**config.mk**
```make
export PLATFORM = sky130hd
export DESIGN_NAME = apct_queue
export DESIGN_NICKNAME = d
export VERILOG_FILES = /design/src/design/apct_pkg.sv /design/src/design/apct_queue.sv
export SDC_FILE = /design/constraint.sdc
export NUM_CORES = 1
export LEC_CHECK = 0
export ABC_AREA = 1
export BUFFER_PORTS_ARGS = -buffer_cell sky130_fd_sc_hd__buf_2
export CORE_ASPECT_RATIO = 0.8
export CORE_MARGIN = 2
export CORE_UTILIZATION = 61
export CTS_CLUSTER_SIZE = 10
export DETAILED_ROUTE_END_ITERATION = 8
export PLACE_DENSITY = 0.8
export SYNTH_ARGS = -nofsm -noshare
export SYNTH_HDL_FRONTEND = slang
export SYNTH_SLANG_ARGS = --single-unit
```
**constraint.sdc**
```tcl
create_clock -name clk -period 3.3 [get_ports clk]
set_input_delay 0.165 -clock clk [delete_from_list [all_inputs] [get_ports clk]]
set_output_delay 0.165 -clock clk [all_outputs]
set_load 0.02 [all_outputs]
```
**src/design/apct_pkg.sv**
```systemverilog
// apct_pkg: types, sizes and event codes shared by the contact tracker modules
// no dependencies
package apct_pkg;

	localparam int ID_W       = 6;
	localparam int ID_BITS    = 6;
	localparam int PAIR_BITS  = 2 * ID_BITS;
	localparam int PAIR_DEPTH = 1 << PAIR_BITS;
	localparam int POS_W      = 24;
	localparam int SIZE_W     = 16;
	localparam int DIFF_W     = POS_W + 1;
	localparam int SUM_W      = SIZE_W + 1;
	localparam int LIM_W      = SUM_W + 6;
	localparam int QUEUE_DEPTH = 4;
	localparam int QPTR_W     = $clog2(QUEUE_DEPTH);

	typedef enum logic [1:0] {
		EV_NONE  = 2'd0,
		EV_ENTER = 2'd1,
		EV_STAY  = 2'd2,
		EV_EXIT  = 2'd3
	} contact_event_t;

	typedef struct packed {
		logic        [ID_W-1:0]   first_id;
		logic        [ID_W-1:0]   second_id;
		logic signed [POS_W-1:0]  first_cx;
		logic signed [POS_W-1:0]  first_cy;
		logic signed [POS_W-1:0]  second_cx;
		logic signed [POS_W-1:0]  second_cy;
		logic signed [SIZE_W-1:0] first_w;
		logic signed [SIZE_W-1:0] first_h;
		logic signed [SIZE_W-1:0] second_w;
		logic signed [SIZE_W-1:0] second_h;
	} pair_t;

	typedef struct packed {
		contact_event_t contact_event;
		logic           overlapping;
	} result_t;

	typedef struct packed {
		logic [PAIR_BITS-1:0] idx;
		logic                 ov;
	} job_t;

	typedef enum logic [1:0] {
		BK_CLEAR,
		BK_IDLE,
		BK_RESOLVE
	} back_state_t;

	typedef struct packed {
		logic                 pop;
		logic                 we;
		logic [PAIR_BITS-1:0] wa;
		logic                 wd;
		logic                 emit;
		logic                 clr_inc;
	} back_ctl_t;

endpackage

```
**src/design/apct_queue.sv**
```systemverilog
// apct_queue: short job queue between the overlap front and the contact back
// depends on apct_pkg
module apct_queue import apct_pkg::*; (
	input  logic clk,
	input  logic arst_n,
	input  logic wr,
	input  job_t wr_item,
	output logic q_full,
	input  logic rd,
	output job_t rd_item,
	output logic q_empty
);

	job_t              slots [QUEUE_DEPTH];
	logic [QPTR_W-1:0] wp_q, rp_q;
	logic [QPTR_W:0]   cnt_q;

	assign q_full  = cnt_q == (QPTR_W+1)'(QUEUE_DEPTH);
	assign q_empty = cnt_q == '0;
	assign rd_item = slots[rp_q];

	always_ff @(posedge clk or negedge arst_n) begin
		if (!arst_n) begin
			wp_q  <= '0;
			rp_q  <= '0;
			cnt_q <= '0;
		end else begin
			if (wr) wp_q <= wp_q + 1'b1;
			if (rd) rp_q <= rp_q + 1'b1;
			if (wr && !rd) cnt_q <= cnt_q + 1'b1;
			else if (rd && !wr) cnt_q <= cnt_q - 1'b1;
		end
	end

	always_ff @(posedge clk) begin
		if (wr) slots[wp_q] <= wr_item;
	end

endmodule

```
==> flow_summary_export.csv <==
group,metric,value,unit
layout,seqCellArea,1737,sq um
logic_synthesis,syn_avg_cell_area,12.57,sq um
detailed_routing,drtAntennaViolNets,0,
logic_synthesis,netlist_top_cells_area,"edfxtp_1 62%, nand2_1 7.8%, o211ai_1 7.8%",
logic_synthesis,synth_ff_type,"edfxtp_1",
worst_setup_path,arrival,1650,ps
clock_tree,cts_made_buffers,9,
pwr,clkPwrFrac,0.213,
clock_tree,cts_resized,0,
pwr,power.leakage,1.222,nW
layout,num_antenna_cells,0,
sta,setup_violations,0,
logic_synthesis,yosysTopAreaCellShare,0.6240,
logic_synthesis,netlist_area,2502,sq um
global_route,antenna_found_initial,0,
detailed_routing,routed_wl,4.061,mm
worst_setup_path,worstReg2RegEnd,"slots[0][1]",
detailed_routing,initialDrtViolationCount,45,
pwr,p_int,1.576,mW
layout,multi_input_area,534.3,sq um
pwr,swShare,0.3712,
sta,hold_viol,0,
sta,post-route-min-period,1818,ps
clock_tree,cts_tree,"built",
worst_setup_path,r2r-start,"wp_q[0]",
die,die_h,61.29,microns
logic_synthesis,yosysSeqAreaShare,0.6940,
pwr,powerDensity,888.1,nW/um^2
die,io_pins,32,
worst_setup_path,r2r_slack,1750,ps
logic_synthesis,postSynthCellCount,199,
die,fp.dieW,75.61,microns
pwr,total_power,2.507,mW
logic_synthesis,synth.distinct_cells,17,
place,io_buffers,31,
die,start_util,0.6452,
sta,clock-skew-final,3.114,ps
worst_setup_path,path_class,"flip-flop to output port",
global_route,track_usage,0.2079,
worst_setup_path,r2r.worst_path.cells,4,
die,core_area,3879,sq um
global_route,grt_start_max_net_pins,25,
die,die-area,4634,sq um
logic_synthesis,syn-num-nets,222,
worst_setup_path,cp-end-kind,"output port",
pwr,pwr-share-seq,0.441,
sta,drv_slew,0,
clock_tree,cts_max_level,3,
sta,worstMarginPinSlew,596.1,ps
worst_setup_path,worstSetupStartpoint,"rp_q[0]",
layout,finalNetCount,258,
status,status,"complete, no violations",
logic_synthesis,async_reset_ff_frac,0.1186,
die,rows,20,
sta,clock.fmax,549.9,MHz
layout,syn2layout_area_growth,12.80,%
global_route,grt_pass1_wl,6.465,mm
clock_tree,clock-sinks,59,
layout,final_util,0.7277,
detailed_routing,firstDrtPassIters,4,
global_route,grt_pass1_vias,1341,
worst_setup_path,crit_required,3130,ps
global_route,grt_overflow,0,
logic_synthesis,yosys_warnings,0,
logic_synthesis,synth_seq_cells,59,
logic_synthesis,synth-edff-count,52,
sta,rsz0062_at_grt,"false",
detailed_routing,dr_total_vias,1461,
clock_tree,ctsHoldBuffers,1,
min_path,min_path_type,"input port to flip-flop",
layout,fill_cells,275,
detailed_routing,drc_errors,0,
place,routabilityCongestion,0.7705,
clock_tree,ctsLongestPathBuffers,2,
pwr,power_frac_comb,0.347,
sta,fin_crit_sh,0.5510,
sta,whs,54.05,ps
logic_synthesis,synthTopCellsByCount,"52 x edfxtp_1, 52 x nand2_1, 37 x inv_1, 26 x o211ai_1",
sta,max-slew-margin-rel,0.6022,
worst_setup_path,worst-path-max-fanout,24,
place,hpwl,2.604,mm
pwr,switchingPower,0.9305,mW
logic_synthesis,yosysTopAreaCell,"edfxtp_1",
pwr,peakVddDrop,0.0005630,V
worst_setup_path,crit_path_end,"rd_item[12]",
clock_tree,clock_latency,330,ps
layout,drive_above_1_share,0.1833,
clock_tree,root_buffer,"clkbuf_8",
clock_tree,post_cts_buffers,0,
detailed_routing,viasPerCell,4.953,
clock_tree,path_clk_slew,60,ps
job,max_cap_violations,0,
detailed_routing,wire_per_inst,13.77,microns
sta,tns,0,ps
worst_setup_path,crit_path_start_kind,"flip-flop",
-- power by group through the flow --
stage / Clock, mW / Sequential (mW) / Combinational, mW
global placement: 0 / 1.11 / 0.852
finish: 0.534 / 1.10 / 0.869
CTS: 0.545 / 1.11 / 0.880
floorplan: 0 / 1.06 / 0.733
detailed placement: 0 / 1.12 / 0.871
global route: 0.571 / 1.13 / 0.982
-- layout by cell type, fill, tap and decap left out, types with 3 or more instances in the layout --
| cell | synthesis | routed |
|---|---|---|
| dfrtp_1 | 7 | 7 |
| o211ai_1 | 26 | 26 |
| inv_1 | 37 | 37 |
| buf_2 | 1 | 31 |
| clkbuf_1 | 0 | 5 |
| edfxtp_1 | 52 | 52 |
| nand2_1 | 52 | 52 |
| ha_1 | 5 | 5 |
| clkbuf_8 | 0 | 10 |
| xor2_1 | 3 | 3 |
-- logic make-up (layout without fill, tap and decap cells) --
kind of cell | after synthesis | after routing | synth area share
AO/OA/AOI/OAI | 27 | 27 | 0.08000
AND/OR/NAND/NOR | 56 | 56 | 0.08650
buffers and inverters | 47 | 88 | 0.09250
flip-flops | 59 | 59 | 0.6940
XOR/XNOR | 4 | 4 | 0.01400
adder cells (fa/ha/maj) | 6 | 6 | 0.03300
-- sequential cells by signal, summed over array words and instances (netlist names) --
signal,count
cnt_q,3
rp_q,2
slots,52
wp_q,2
-- worst max-delay path, stage by stage (launching register included) --
cell	delay, ps
dfrtp_1	580
buf_4	330
nand2_1	90
o211ai_1	110
nand2_1	60
buf_2	160
-- through the flow --
stage	instance area [sq um]	cells	worst slack (ps)
3_5_place_dp	2653	278	1757
4_1_cts	2823	295	1463
6_report	2823	295	1482
3_3_place_gp	2653	278	1799
2_1_floorplan	2502	199	2019
5_1_grt	2823	295	1307
-- cell type report --
type	count	share of cell area
clock buffer	15	0.05541
clock inverter	1	0.001330
inverter	38	0.05053
multi-input combinational	93	0.1893
sequential	59	0.6152
tap	55	0.02438
timing repair buffer	34	0.06383
-- metal layers --
layer	track usage	vias up	part of all wire
met5	0	-	0
met4	0.1028	0	0.014
met1	0.2655	677	0.46
li1	-	738	-
met2	0.3230	37	0.47
met3	0.07201	9	0.050
-- worst min path at each step --
stage,startpoint,end,slack [ps],cells after the start
after CTS,wr_item[6],slots[0][6],40,1
after detailed placement,arst_n,wp_q[0],8,1
final,wr_item[2],slots[3][2],50,1
after global placement,arst_n,cnt_q[0],8,1
after floorplan,arst_n,cnt_q[0],-130,0
after global routing,wr_item[6],slots[0][6],40,1
(Power assumes the default switching activity.)
