--- src/design/apct_pkg.sv ---
// apct_pkg: types, sizes and event codes shared by the contact tracker modules
// no dependencies
package apct_pkg;

	localparam int ID_W       = 6;
	localparam int ID_BITS    = 6;
	localparam int PAIR_BITS  = 2 * ID_BITS;
	localparam int PAIR_DEPTH = 1 << PAIR_BITS;
	localparam int POS_W      = 24;
	localparam int SIZE_W     = 16;
	localparam int DIFF_W     = POS_W + 1;
	localparam int SUM_W      = SIZE_W + 1;
	localparam int LIM_W      = SUM_W + 6;
	localparam int QUEUE_DEPTH = 4;
	localparam int QPTR_W     = $clog2(QUEUE_DEPTH);

	typedef enum logic [1:0] {
		EV_NONE  = 2'd0,
		EV_ENTER = 2'd1,
		EV_STAY  = 2'd2,
		EV_EXIT  = 2'd3
	} contact_event_t;

	typedef struct packed {
		logic        [ID_W-1:0]   first_id;
		logic        [ID_W-1:0]   second_id;
		logic signed [POS_W-1:0]  first_cx;
		logic signed [POS_W-1:0]  first_cy;
		logic signed [POS_W-1:0]  second_cx;
		logic signed [POS_W-1:0]  second_cy;
		logic signed [SIZE_W-1:0] first_w;
		logic signed [SIZE_W-1:0] first_h;
		logic signed [SIZE_W-1:0] second_w;
		logic signed [SIZE_W-1:0] second_h;
	} pair_t;

	typedef struct packed {
		contact_event_t contact_event;
		logic           overlapping;
	} result_t;

	typedef struct packed {
		logic [PAIR_BITS-1:0] idx;
		logic                 ov;
	} job_t;

	typedef enum logic [1:0] {
		BK_CLEAR,
		BK_IDLE,
		BK_RESOLVE
	} back_state_t;

	typedef struct packed {
		logic                 pop;
		logic                 we;
		logic [PAIR_BITS-1:0] wa;
		logic                 wd;
		logic                 emit;
		logic                 clr_inc;
	} back_ctl_t;

endpackage

--- src/design/apct_front.sv ---
// apct_front: accepts pairs and tests box overlap in two pipeline stages
// depends on apct_pkg
module apct_front import apct_pkg::*; (
	input  logic  clk,
	input  logic  arst_n,
	input  logic  push,
	output logic  full,
	input  pair_t pair,
	input  logic  hold,
	output logic  q_push,
	output job_t  q_item,
	input  logic  q_full
);

	logic                     valid_s1, valid_s2;
	logic signed [DIFF_W-1:0] dx_s1, dy_s1;
	logic signed [SUM_W-1:0]  sw_s1, sh_s1;
	logic [PAIR_BITS-1:0]     idx_s1;
	job_t                     job_s2;
	logic                     ready_s1, ready_s2, accept;

	logic [DIFF_W-1:0]        adx, ady;
	logic signed [LIM_W-1:0]  limx, limy, wx, wy;
	logic [LIM_W-1:0]         alx, aly;
	logic                     ov;

	assign ready_s2 = !valid_s2 || !q_full;
	assign ready_s1 = !valid_s1 || ready_s2;
	assign full     = !ready_s1 || hold;
	assign accept   = push && !full;
	assign q_push   = valid_s2 && !q_full;
	assign q_item   = job_s2;

	always_comb begin
		adx  = dx_s1[DIFF_W-1] ? DIFF_W'(-dx_s1) : DIFF_W'(dx_s1);
		ady  = dy_s1[DIFF_W-1] ? DIFF_W'(-dy_s1) : DIFF_W'(dy_s1);
		wx   = LIM_W'(sw_s1);
		wy   = LIM_W'(sh_s1);
		// times 50 as 32 + 16 + 2
		limx = (wx <<< 5) + (wx <<< 4) + (wx <<< 1);
		limy = (wy <<< 5) + (wy <<< 4) + (wy <<< 1);
		alx  = limx[LIM_W-1] ? LIM_W'(-limx) : LIM_W'(limx);
		aly  = limy[LIM_W-1] ? LIM_W'(-limy) : LIM_W'(limy);
		ov   = (adx < DIFF_W'(alx)) && (ady < DIFF_W'(aly));
	end

	always_ff @(posedge clk or negedge arst_n) begin
		if (!arst_n) begin
			valid_s1 <= 1'b0;
			valid_s2 <= 1'b0;
		end else begin
			if (ready_s1) valid_s1 <= accept;
			if (ready_s2) valid_s2 <= valid_s1;
		end
	end

	always_ff @(posedge clk) begin
		if (accept) begin
			dx_s1  <= {pair.first_cx[POS_W-1], pair.first_cx}
			        - {pair.second_cx[POS_W-1], pair.second_cx};
			dy_s1  <= {pair.first_cy[POS_W-1], pair.first_cy}
			        - {pair.second_cy[POS_W-1], pair.second_cy};
			sw_s1  <= {pair.first_w[SIZE_W-1], pair.first_w}
			        + {pair.second_w[SIZE_W-1], pair.second_w};
			sh_s1  <= {pair.first_h[SIZE_W-1], pair.first_h}
			        + {pair.second_h[SIZE_W-1], pair.second_h};
			idx_s1 <= {pair.first_id[ID_BITS-1:0], pair.second_id[ID_BITS-1:0]};
		end
		if (ready_s2 && valid_s1) begin
			job_s2.idx <= idx_s1;
			job_s2.ov  <= ov;
		end
	end

endmodule

--- config.mk ---
export PLATFORM = sky130hd
export DESIGN_NAME = apct_front
export DESIGN_NICKNAME = d
export VERILOG_FILES = /design/src/design/apct_pkg.sv /design/src/design/apct_front.sv
export SDC_FILE = /design/constraint.sdc
export NUM_CORES = 1
export LEC_CHECK = 0
export BUFFER_PORTS_ARGS = -buffer_cell sky130_fd_sc_hd__clkbuf_2
export CAP_MARGIN = 0
export CELL_PAD_IN_SITES_DETAIL_PLACEMENT = 1
export CELL_PAD_IN_SITES_GLOBAL_PLACEMENT = 1
export CORE_ASPECT_RATIO = 0.7
export CORE_MARGIN = 10
export CORE_UTILIZATION = 40
export DETAILED_ROUTE_END_ITERATION = 16
export HOLD_SLACK_MARGIN = 0.02
export PLACE_DENSITY = 0.82
export SLEW_MARGIN = 20
export SYNTH_ARGS = -nofsm -noshare
export SYNTH_HDL_FRONTEND = slang
export SYNTH_SLANG_ARGS = --single-unit
--- constraint.sdc ---
create_clock -name clk -period 4.55 [get_ports clk]
set_clock_uncertainty 0.05 [all_clocks]
set_input_delay 0.2275 -clock clk [delete_from_list [all_inputs] [get_ports clk]]
set_output_delay 0.2275 -clock clk [all_outputs]
set_load 0.01 [all_outputs]
==> results of run 1 <==
==> power by group <==
part / total [uW] / switching, uW / internal [uW]
Sequential: 1330 / 78.5 / 1250
Combinational: 3350 / 1770 / 1580
Clock: 766 / 393 / 373
Total: 5440 / 2240 / 3200
==> cell usage in the layout (no fill, tap or decap), drive strengths merged, types with 6 or more instances in the layout <==
cell	n
fa	36
o211ai	11
o21ai	84
or4	7
nand2b	21
clkbuf	200
o31a	6
edfxtp	109
nand4	8
and3	9
nand2	87
and2	8
nor4	7
or3	17
a21o	41
ha	164
nor2b	17
a31oi	9
nand3	30
o41ai	7
xor2	47
inv	117
a211oi	15
o21bai	11
dlygate4sd3	13
o31ai	29
buf	130
o21a	23
nor3	31
nor2	59
xnor2	119
a21oi	96
==> cell type report <==
type / instances / area (um2) / area share
Timing Repair Buffer: 334 / 2060 / 0.137
Clock buffer: 9 / 225 / 0.0149
Sequential cell: 111 / 3320 / 0.220
Inverter: 116 / 435 / 0.0288
Tap cell: 412 / 515 / 0.0342
Clock inverter: 7 / 47.5 / 0.00315
Multi-Input combinational cell: 1057 / 8490 / 0.562
==> synth_stat cells, drive strengths merged (8+ instances only) <==
| master | number |
|---|---|
| ha | 164 |
| xnor2 | 119 |
| inv | 116 |
| edfxtp | 109 |
| a21oi | 96 |
| nand2 | 87 |
| o21ai | 84 |
| nor2 | 59 |
| xor2 | 47 |
| a21o | 41 |
| fa | 36 |
| nor3 | 31 |
| nand3 | 30 |
| o31ai | 29 |
| o21a | 23 |
| nand2b | 21 |
| nor2b | 17 |
| or3 | 17 |
| a211oi | 15 |
| clkbuf | 13 |
| o211ai | 11 |
| o21bai | 11 |
| a31oi | 9 |
| and3 | 9 |
| and2 | 8 |
| nand4 | 8 |
==> sequential cells by signal, summed over array words and instances (netlist names) <==
register,flops
q_item,13
dx_s1,25
sw_s1,17
dy_s1,25
sh_s1,17
valid_s2,1
idx_s1,12
valid_s1,1
==> through the flow <==
stage	setup slack [ns]	power (uW)	area [um2]	std cells
3_5_place_dp	-0.480	4530	14500	2007
6_report	-0.431	5440	15100	2046
3_3_place_gp	-0.192	4370	14500	2007
2_1_floorplan	-0.124	3380	12200	1300
5_1_grt	-0.677	5910	15100	2046
4_1_cts	-0.369	5420	15000	2043
==> logic make-up (layout without fill, tap and decap cells) <==
| group | count (synthesis) | count (layout) |
|---|---|---|
| compound gates | 371 | 371 |
| xor+xnor | 166 | 166 |
| fa+ha+maj | 200 | 200 |
| buf+inv | 132 | 466 |
| flops | 111 | 111 |
| mux | 4 | 4 |
| simple gates | 316 | 316 |
==> worst register-to-register path, stage by stage (launching register included) <==
cell and delay [ns]:
edfxtp_1 0.50, fa_1 0.62, inv_1 0.08, fa_2 0.39, nand2b_4 0.17, a21oi_4 0.13, o31a_1 0.15, a21bo_2 0.22
a221o_1 0.35, nor4b_4 0.37, nand3_4 0.18, o21ai_2 0.19, xnor2_1 0.14, ha_1 0.27, a21o_1 0.18, a21o_1 0.18
a21oi_2 0.14, o221ai_2 0.11, a31oi_1 0.17, o2111ai_1 0.15, nor2_1 0.12
==> repair_timing <==
item / 4_1_cts / 5_1_grt
setup buffers: 7 / 3
resized for setup: 20 / 11
gates cloned: 0 / 0
hold endpoints to repair: 14 / 0
pin swaps: 16 / 13
endpoints found under the setup margin: 1 / 1
hold buffers: 13 / 0
==> routing by layer <==
metal  global-route usage  part of all wire  up-vias
li1                     -                 -     5398
met1                0.253              0.51     5081
met2                0.294              0.44      182
met3               0.0292             0.033       31
met4               0.0390             0.013        0
met5                    0                 0        -
==> path summary, 6_finish.rpt <==
| kind | cells past startpoint | endpoint | start | slack, ns |
|---|---|---|---|---|
| setup / recovery | 20 | q_item[0]$_DFFE_PP_ | sh_s1[5]$_DFFE_PP_ | -0.43 |
| max in group asynchronous | 2 | valid_s1$_DFFE_PN0N_ | arst_n | 4.19 |
| hold reg to reg | 0 | q_item[3]$_DFFE_PP_ | idx_s1[2]$_DFFE_PP_ | 0.38 |
| setup reg to reg | 20 | q_item[0]$_DFFE_PP_ | sh_s1[5]$_DFFE_PP_ | -0.43 |
| min in group asynchronous | 2 | valid_s2$_DFFE_PN0P_ | arst_n | 0.16 |
| hold / removal | 2 | valid_s2$_DFFE_PN0P_ | q_full | 0.11 |
==> results.json, run 1 <==
{
  "leakagePower_uw": 0.00678,
  "hold_violations": 0,
  "grt_antenna_before_repair": 0,
  "synth.area.mux_share": 0.00330,
  "post-route-period-util": 1.09,
  "netlist_area_um2": 12100,
  "gp_congestion": 0.881,
  "drtIter0Drc": 479,
  "worst_pin_slew_ns": 0.934,
  "hold_slack_ns": 0.105,
  "cts_tree": "done",
  "cp_max_fo": 5,
  "yosys.area.top_type": "edfxtp_1",
  "cts_made_buffers": 9,
  "yosysUniqueCellTypes": 72,
  "fillCellCount": 3572,
  "drtPass1Iterations": 4,
  "syn_avg_cell_area_um2": 9.33,
  "synth_warnings": 0,
  "powerDensity_nw_per_um2": 361,
  "setup_ws_ns": -0.431,
  "yosysSeqAreaShare": 0.274,
  "grt_pass1_wl_mm": 58.9,
  "ir_drop_v": 0.000177,
  "fmax_mhz": 201,
  "portBuffers": 191,
  "rsz0062_at_grt": "yes",
  "ios": 192,
  "cp_num_buf_inv": 1,
  "clk_latency_ns": 0.36,
  "final_util": 0.504,
  "ctsLongestPathBuffers": 2,
  "min_period_ns": 4.98,
  "slew-limit-headroom": 0.377,
  "coreArea_um2": 30000,
  "cp_common_cell": "a21o_1",
  "synth_xor_area_frac": 0.120,
  "crit_chain": "fa_1 -> inv_1 -> fa_2 -> nand2b_4 -> a21oi_4 -> o31a_1 -> a21bo_2 -> a221o_1 -> nor4b_4 -> nand3_4 -> o21ai_2 -> xnor2_1 -> ha_1 -> a21o_1 -> a21o_1 -> a21oi_2 -> o221ai_2 -> a31oi_1 -> o2111ai_1 -> nor2_1",
  "vias": 10700,
  "grt_start_max_net_pins": 70,
  "yosys.area_share.adder": 0.229,
  "diodes": 0,
  "hold_path_class": "in2reg",
  "maxSlewViolCount": 0,
  "synth_top_family_by_area": "adder cells",
  "setup_tns_ns": -0.431,
  "root_buffer": "clkbuf_16",
  "worst_ep_arrival_time_ns": 5.15,
  "drc": 0,
  "layout.nets": 2006,
  "wl_per_cell_um": 17.2,
  "synth-simple-area-share": 0.134,
  "violations": "negative setup slack",
  "gr-total-overflow": 0,
  "maxCapViolations": 0,
  "clkTransAtPathRegs_ns": 0.08,
  "viasPerCell": 5.23,
  "initial_core_util": 0.405,
  "rows": 53,
  "synth_nets": 1677,
  "synth_top_area_share": 0.270,
  "antenna_left": 0,
  "cts_sinks": 111,
  "synth_ff_type": "edfxtp_1",
  "syn_inst": 1300,
  "slowest_delay_ns": 0.61,
  "synth_edf_count": 109,
  "track_usage": 0.183,
  "dpl.hpwl_mm": 29.3,
  "startpoint_type": "register",
  "die_w_um": 228,
  "area_growth_syn_to_layout_pct": 24.4,
  "fp.dieH_um": 166,
  "crit_slowest_cell": "fa_1",
  "critPathCaptureType": "register",
  "async_flop_share": 0.0180,
  "cp.required_ns": 4.72,
  "grt_pass1_vias": 11800,
  "synth-compound-area-share": 0.199,
  "drive_above_1_share": 0.241,
  "cp_top_family": "compound AO/OA/AOI/OAI gates",
  "ys_ff_latch": 111,
  "die_area_um2": 37800,
  "synthTopCellsByArea": "edfxtp_1 (27%), ha_1 (17%), xnor2_1 (8.6%)",
  "routed_wirelength_mm": 35.2,
  "crit_type": "reg2reg",
  "cts-htree-levels": 3,
  "finalSetupViolCount": 1,
  "status": "finished with violations"
}
Power figures use the tool's default switching activity.
==> run 2, diff against run 1 <==
--- a/config.mk
+++ b/config.mk
@@ -10,7 +10,7 @@
 export CELL_PAD_IN_SITES_DETAIL_PLACEMENT = 1
 export CELL_PAD_IN_SITES_GLOBAL_PLACEMENT = 1
 export CORE_ASPECT_RATIO = 0.7
-export CORE_MARGIN = 10
+export CORE_MARGIN = 5
 export CORE_UTILIZATION = 40
 export DETAILED_ROUTE_END_ITERATION = 16
 export HOLD_SLACK_MARGIN = 0.02
==> results.json, run 2 (synthesis results as in run 1) <==
{
  "gr-total-overflow": 0,
  "design_area_um2": 15000,
  "setup_tns_ns": -0.396,
  "violations": "negative setup slack",
  "fmax_mhz": 202,
  "vias": 10700,
  "layoutNonFillerInstCount": 2043,
  "cts_tree": "done",
  "cts_sinks": 111,
  "grt_pass1_wl_mm": 56.9,
  "drc": 0,
  "routed_wirelength_mm": 34.0,
  "setup_ws_ns": -0.396,
  "clockPowerShare": 0.143,
  "rsz0062_at_grt": "yes",
  "leakagePower_uw": 0.00676,
  "cp_max_fo": 3,
  "power.switching_fraction": 0.411,
  "layout.nets": 2003,
  "drive_above_1_share": 0.234,
  "die_area_um2": 34000,
  "min_period_ns": 4.95,
  "final_cell_mix": "clkbuf_2 (191), ha_1 (163), buf_4 (127)",
  "use_met2": 0.333,
  "track_usage": 0.198,
  "wl_per_cell_um": 16.7,
  "reg.largest.list": "dx_s1 (25), dy_s1 (25)",
  "antenna_left": 0,
  "drtIter0Drc": 567,
  "rows": 53,
  "placed_cell_area_um2": 14500,
  "root_buffer": "clkbuf_16",
  "hold_violations": 0,
  "ir_drop_v": 0.000167,
  "grt_pass1_vias": 11600,
  "hold_path_class": "in2reg",
  "final_common_cell": "clkbuf_2",
  "startpoint_type": "register",
  "maxCapViolations": 0,
  "status": "finished with violations",
  "dpl_worst_slack_ns": -0.439,
  "seqPwrFrac": 0.246,
  "diodes": 0,
  "cp.required_ns": 4.71,
  "viasPerCell": 5.24,
  "cell_internal_pwr_uw": 3180,
  "crit_type": "reg2reg",
  "ios": 192,
  "dpl.hpwl_mm": 28.2,
  "coreArea_um2": 30000,
  "ctsLongestPathBuffers": 2,
  "post-route-period-util": 1.09,
  "finalSetupViolCount": 1,
  "powerDensity_nw_per_um2": 359,
  "comb_power_share": 0.610,
  "cts_made_buffers": 9,
  "fp.dieH_um": 156,
  "critPathCaptureType": "register",
  "grt_use_met1": 0.286,
  "drtPass1Iterations": 4,
  "gp_congestion": 0.886,
  "power.switching_uw": 2220,
  "area_growth_syn_to_layout_pct": 23.9,
  "use_met3": 0.0227,
  "slew-limit-headroom": 0.454,
  "initial_core_util": 0.405,
  "grt_antenna_before_repair": 0,
  "dpl.cell_count": 2005,
  "gr-max-usage-layer": "met2",
  "worst_ep_arrival_time_ns": 5.10,
  "grt_start_max_net_pins": 62,
  "clkTransAtPathRegs_ns": 0.08,
  "die_w_um": 218,
  "maxSlewViolCount": 0,
  "clk_latency_ns": 0.36,
  "cts-htree-levels": 3,
  "worst_pin_slew_ns": 0.819,
  "portBuffers": 191
}
[run 2: cell count changes in the layout (fill, tap and decap cells not counted), moves of 2 or more]
cell / previous run / this run
nor3_2: 3 / 1
buf_4: 130 / 127
o21ai_0: 77 / 79
nor3_1: 27 / 29
[run 2: final cells by class]
class	count	area, um2
clock inverters	6	43.8
well taps	412	515
fillers	3585	14900
multi-input cells	1057	8450
inverters	116	435
repair buffers	331	2040
clock buffers	10	229
flip-flops and latches	111	3320
[run 2: worst paths after layout]
kind                            slack (ns)                    to  cells past startpoint           startpoint
worst max-delay path                 -0.40   q_item[0]$_DFFE_PP_                     21   sw_s1[1]$_DFFE_PP_
max in group asynchronous             4.21  valid_s1$_DFFE_PN0N_                      2               arst_n
worst max register to register       -0.40   q_item[0]$_DFFE_PP_                     21   sw_s1[1]$_DFFE_PP_
min in group asynchronous             0.14  valid_s2$_DFFE_PN0P_                      2               arst_n
worst min-delay path                  0.12  valid_s2$_DFFE_PN0P_                      2               q_full
worst min register to register        0.37   q_item[4]$_DFFE_PP_                      0  idx_s1[3]$_DFFE_PP_
[run 2: critical path, stage by stage (launching register included)]
cell,delay (ns)
edfxtp_1,0.44
buf_4,0.18
fa_1,0.55
inv_1,0.09
fa_2,0.40
nand2b_4,0.17
a21oi_4,0.15
o21ai_0,0.11
a21oi_2,0.21
mux2i_1,0.10
or2_2,0.31
or3_4,0.41
o21ai_1,0.16
xor2_1,0.18
ha_1,0.27
a21o_1,0.19
a21o_1,0.18
a21oi_2,0.14
o221ai_2,0.10
a31oi_1,0.15
o2111ai_1,0.14
nor2_1,0.14
[run 2: power by group through the flow]
stage	sequential, uW	combinational [uW]	clock, uW
after floorplan	1340	2040	0
final	1330	3290	774
after global placement	1340	3000	0
after detailed placement	1350	3160	0
after CTS	1330	3270	796
after global routing	1340	3680	839
[run 2: what timing repair did]
action	4_1_cts	5_1_grt
hold buffers	13	0
endpoints found under the hold margin	14	0
gates resized for setup	17	5
buffers inserted	9	0
setup endpoints to repair	1	1
pin swaps	19	2
gates cloned	0	0
[run 2: routing by layer]
metal,vias up,wire length [um]
met5,-,0
met2,173,15300
met4,0,212
li1,5402,-
met3,19,992
met1,5117,17500
[run 2: through the flow]
step	utilization	total power [uW]	hold slack, ns
after floorplan	-	3380	-0.118
after global placement	0.483	4340	-0.0352
after detailed placement	0.483	4510	-0.0325
after CTS	0.501	5400	0.0965
after global routing	0.502	5860	0.105
final	0.502	5400	0.115
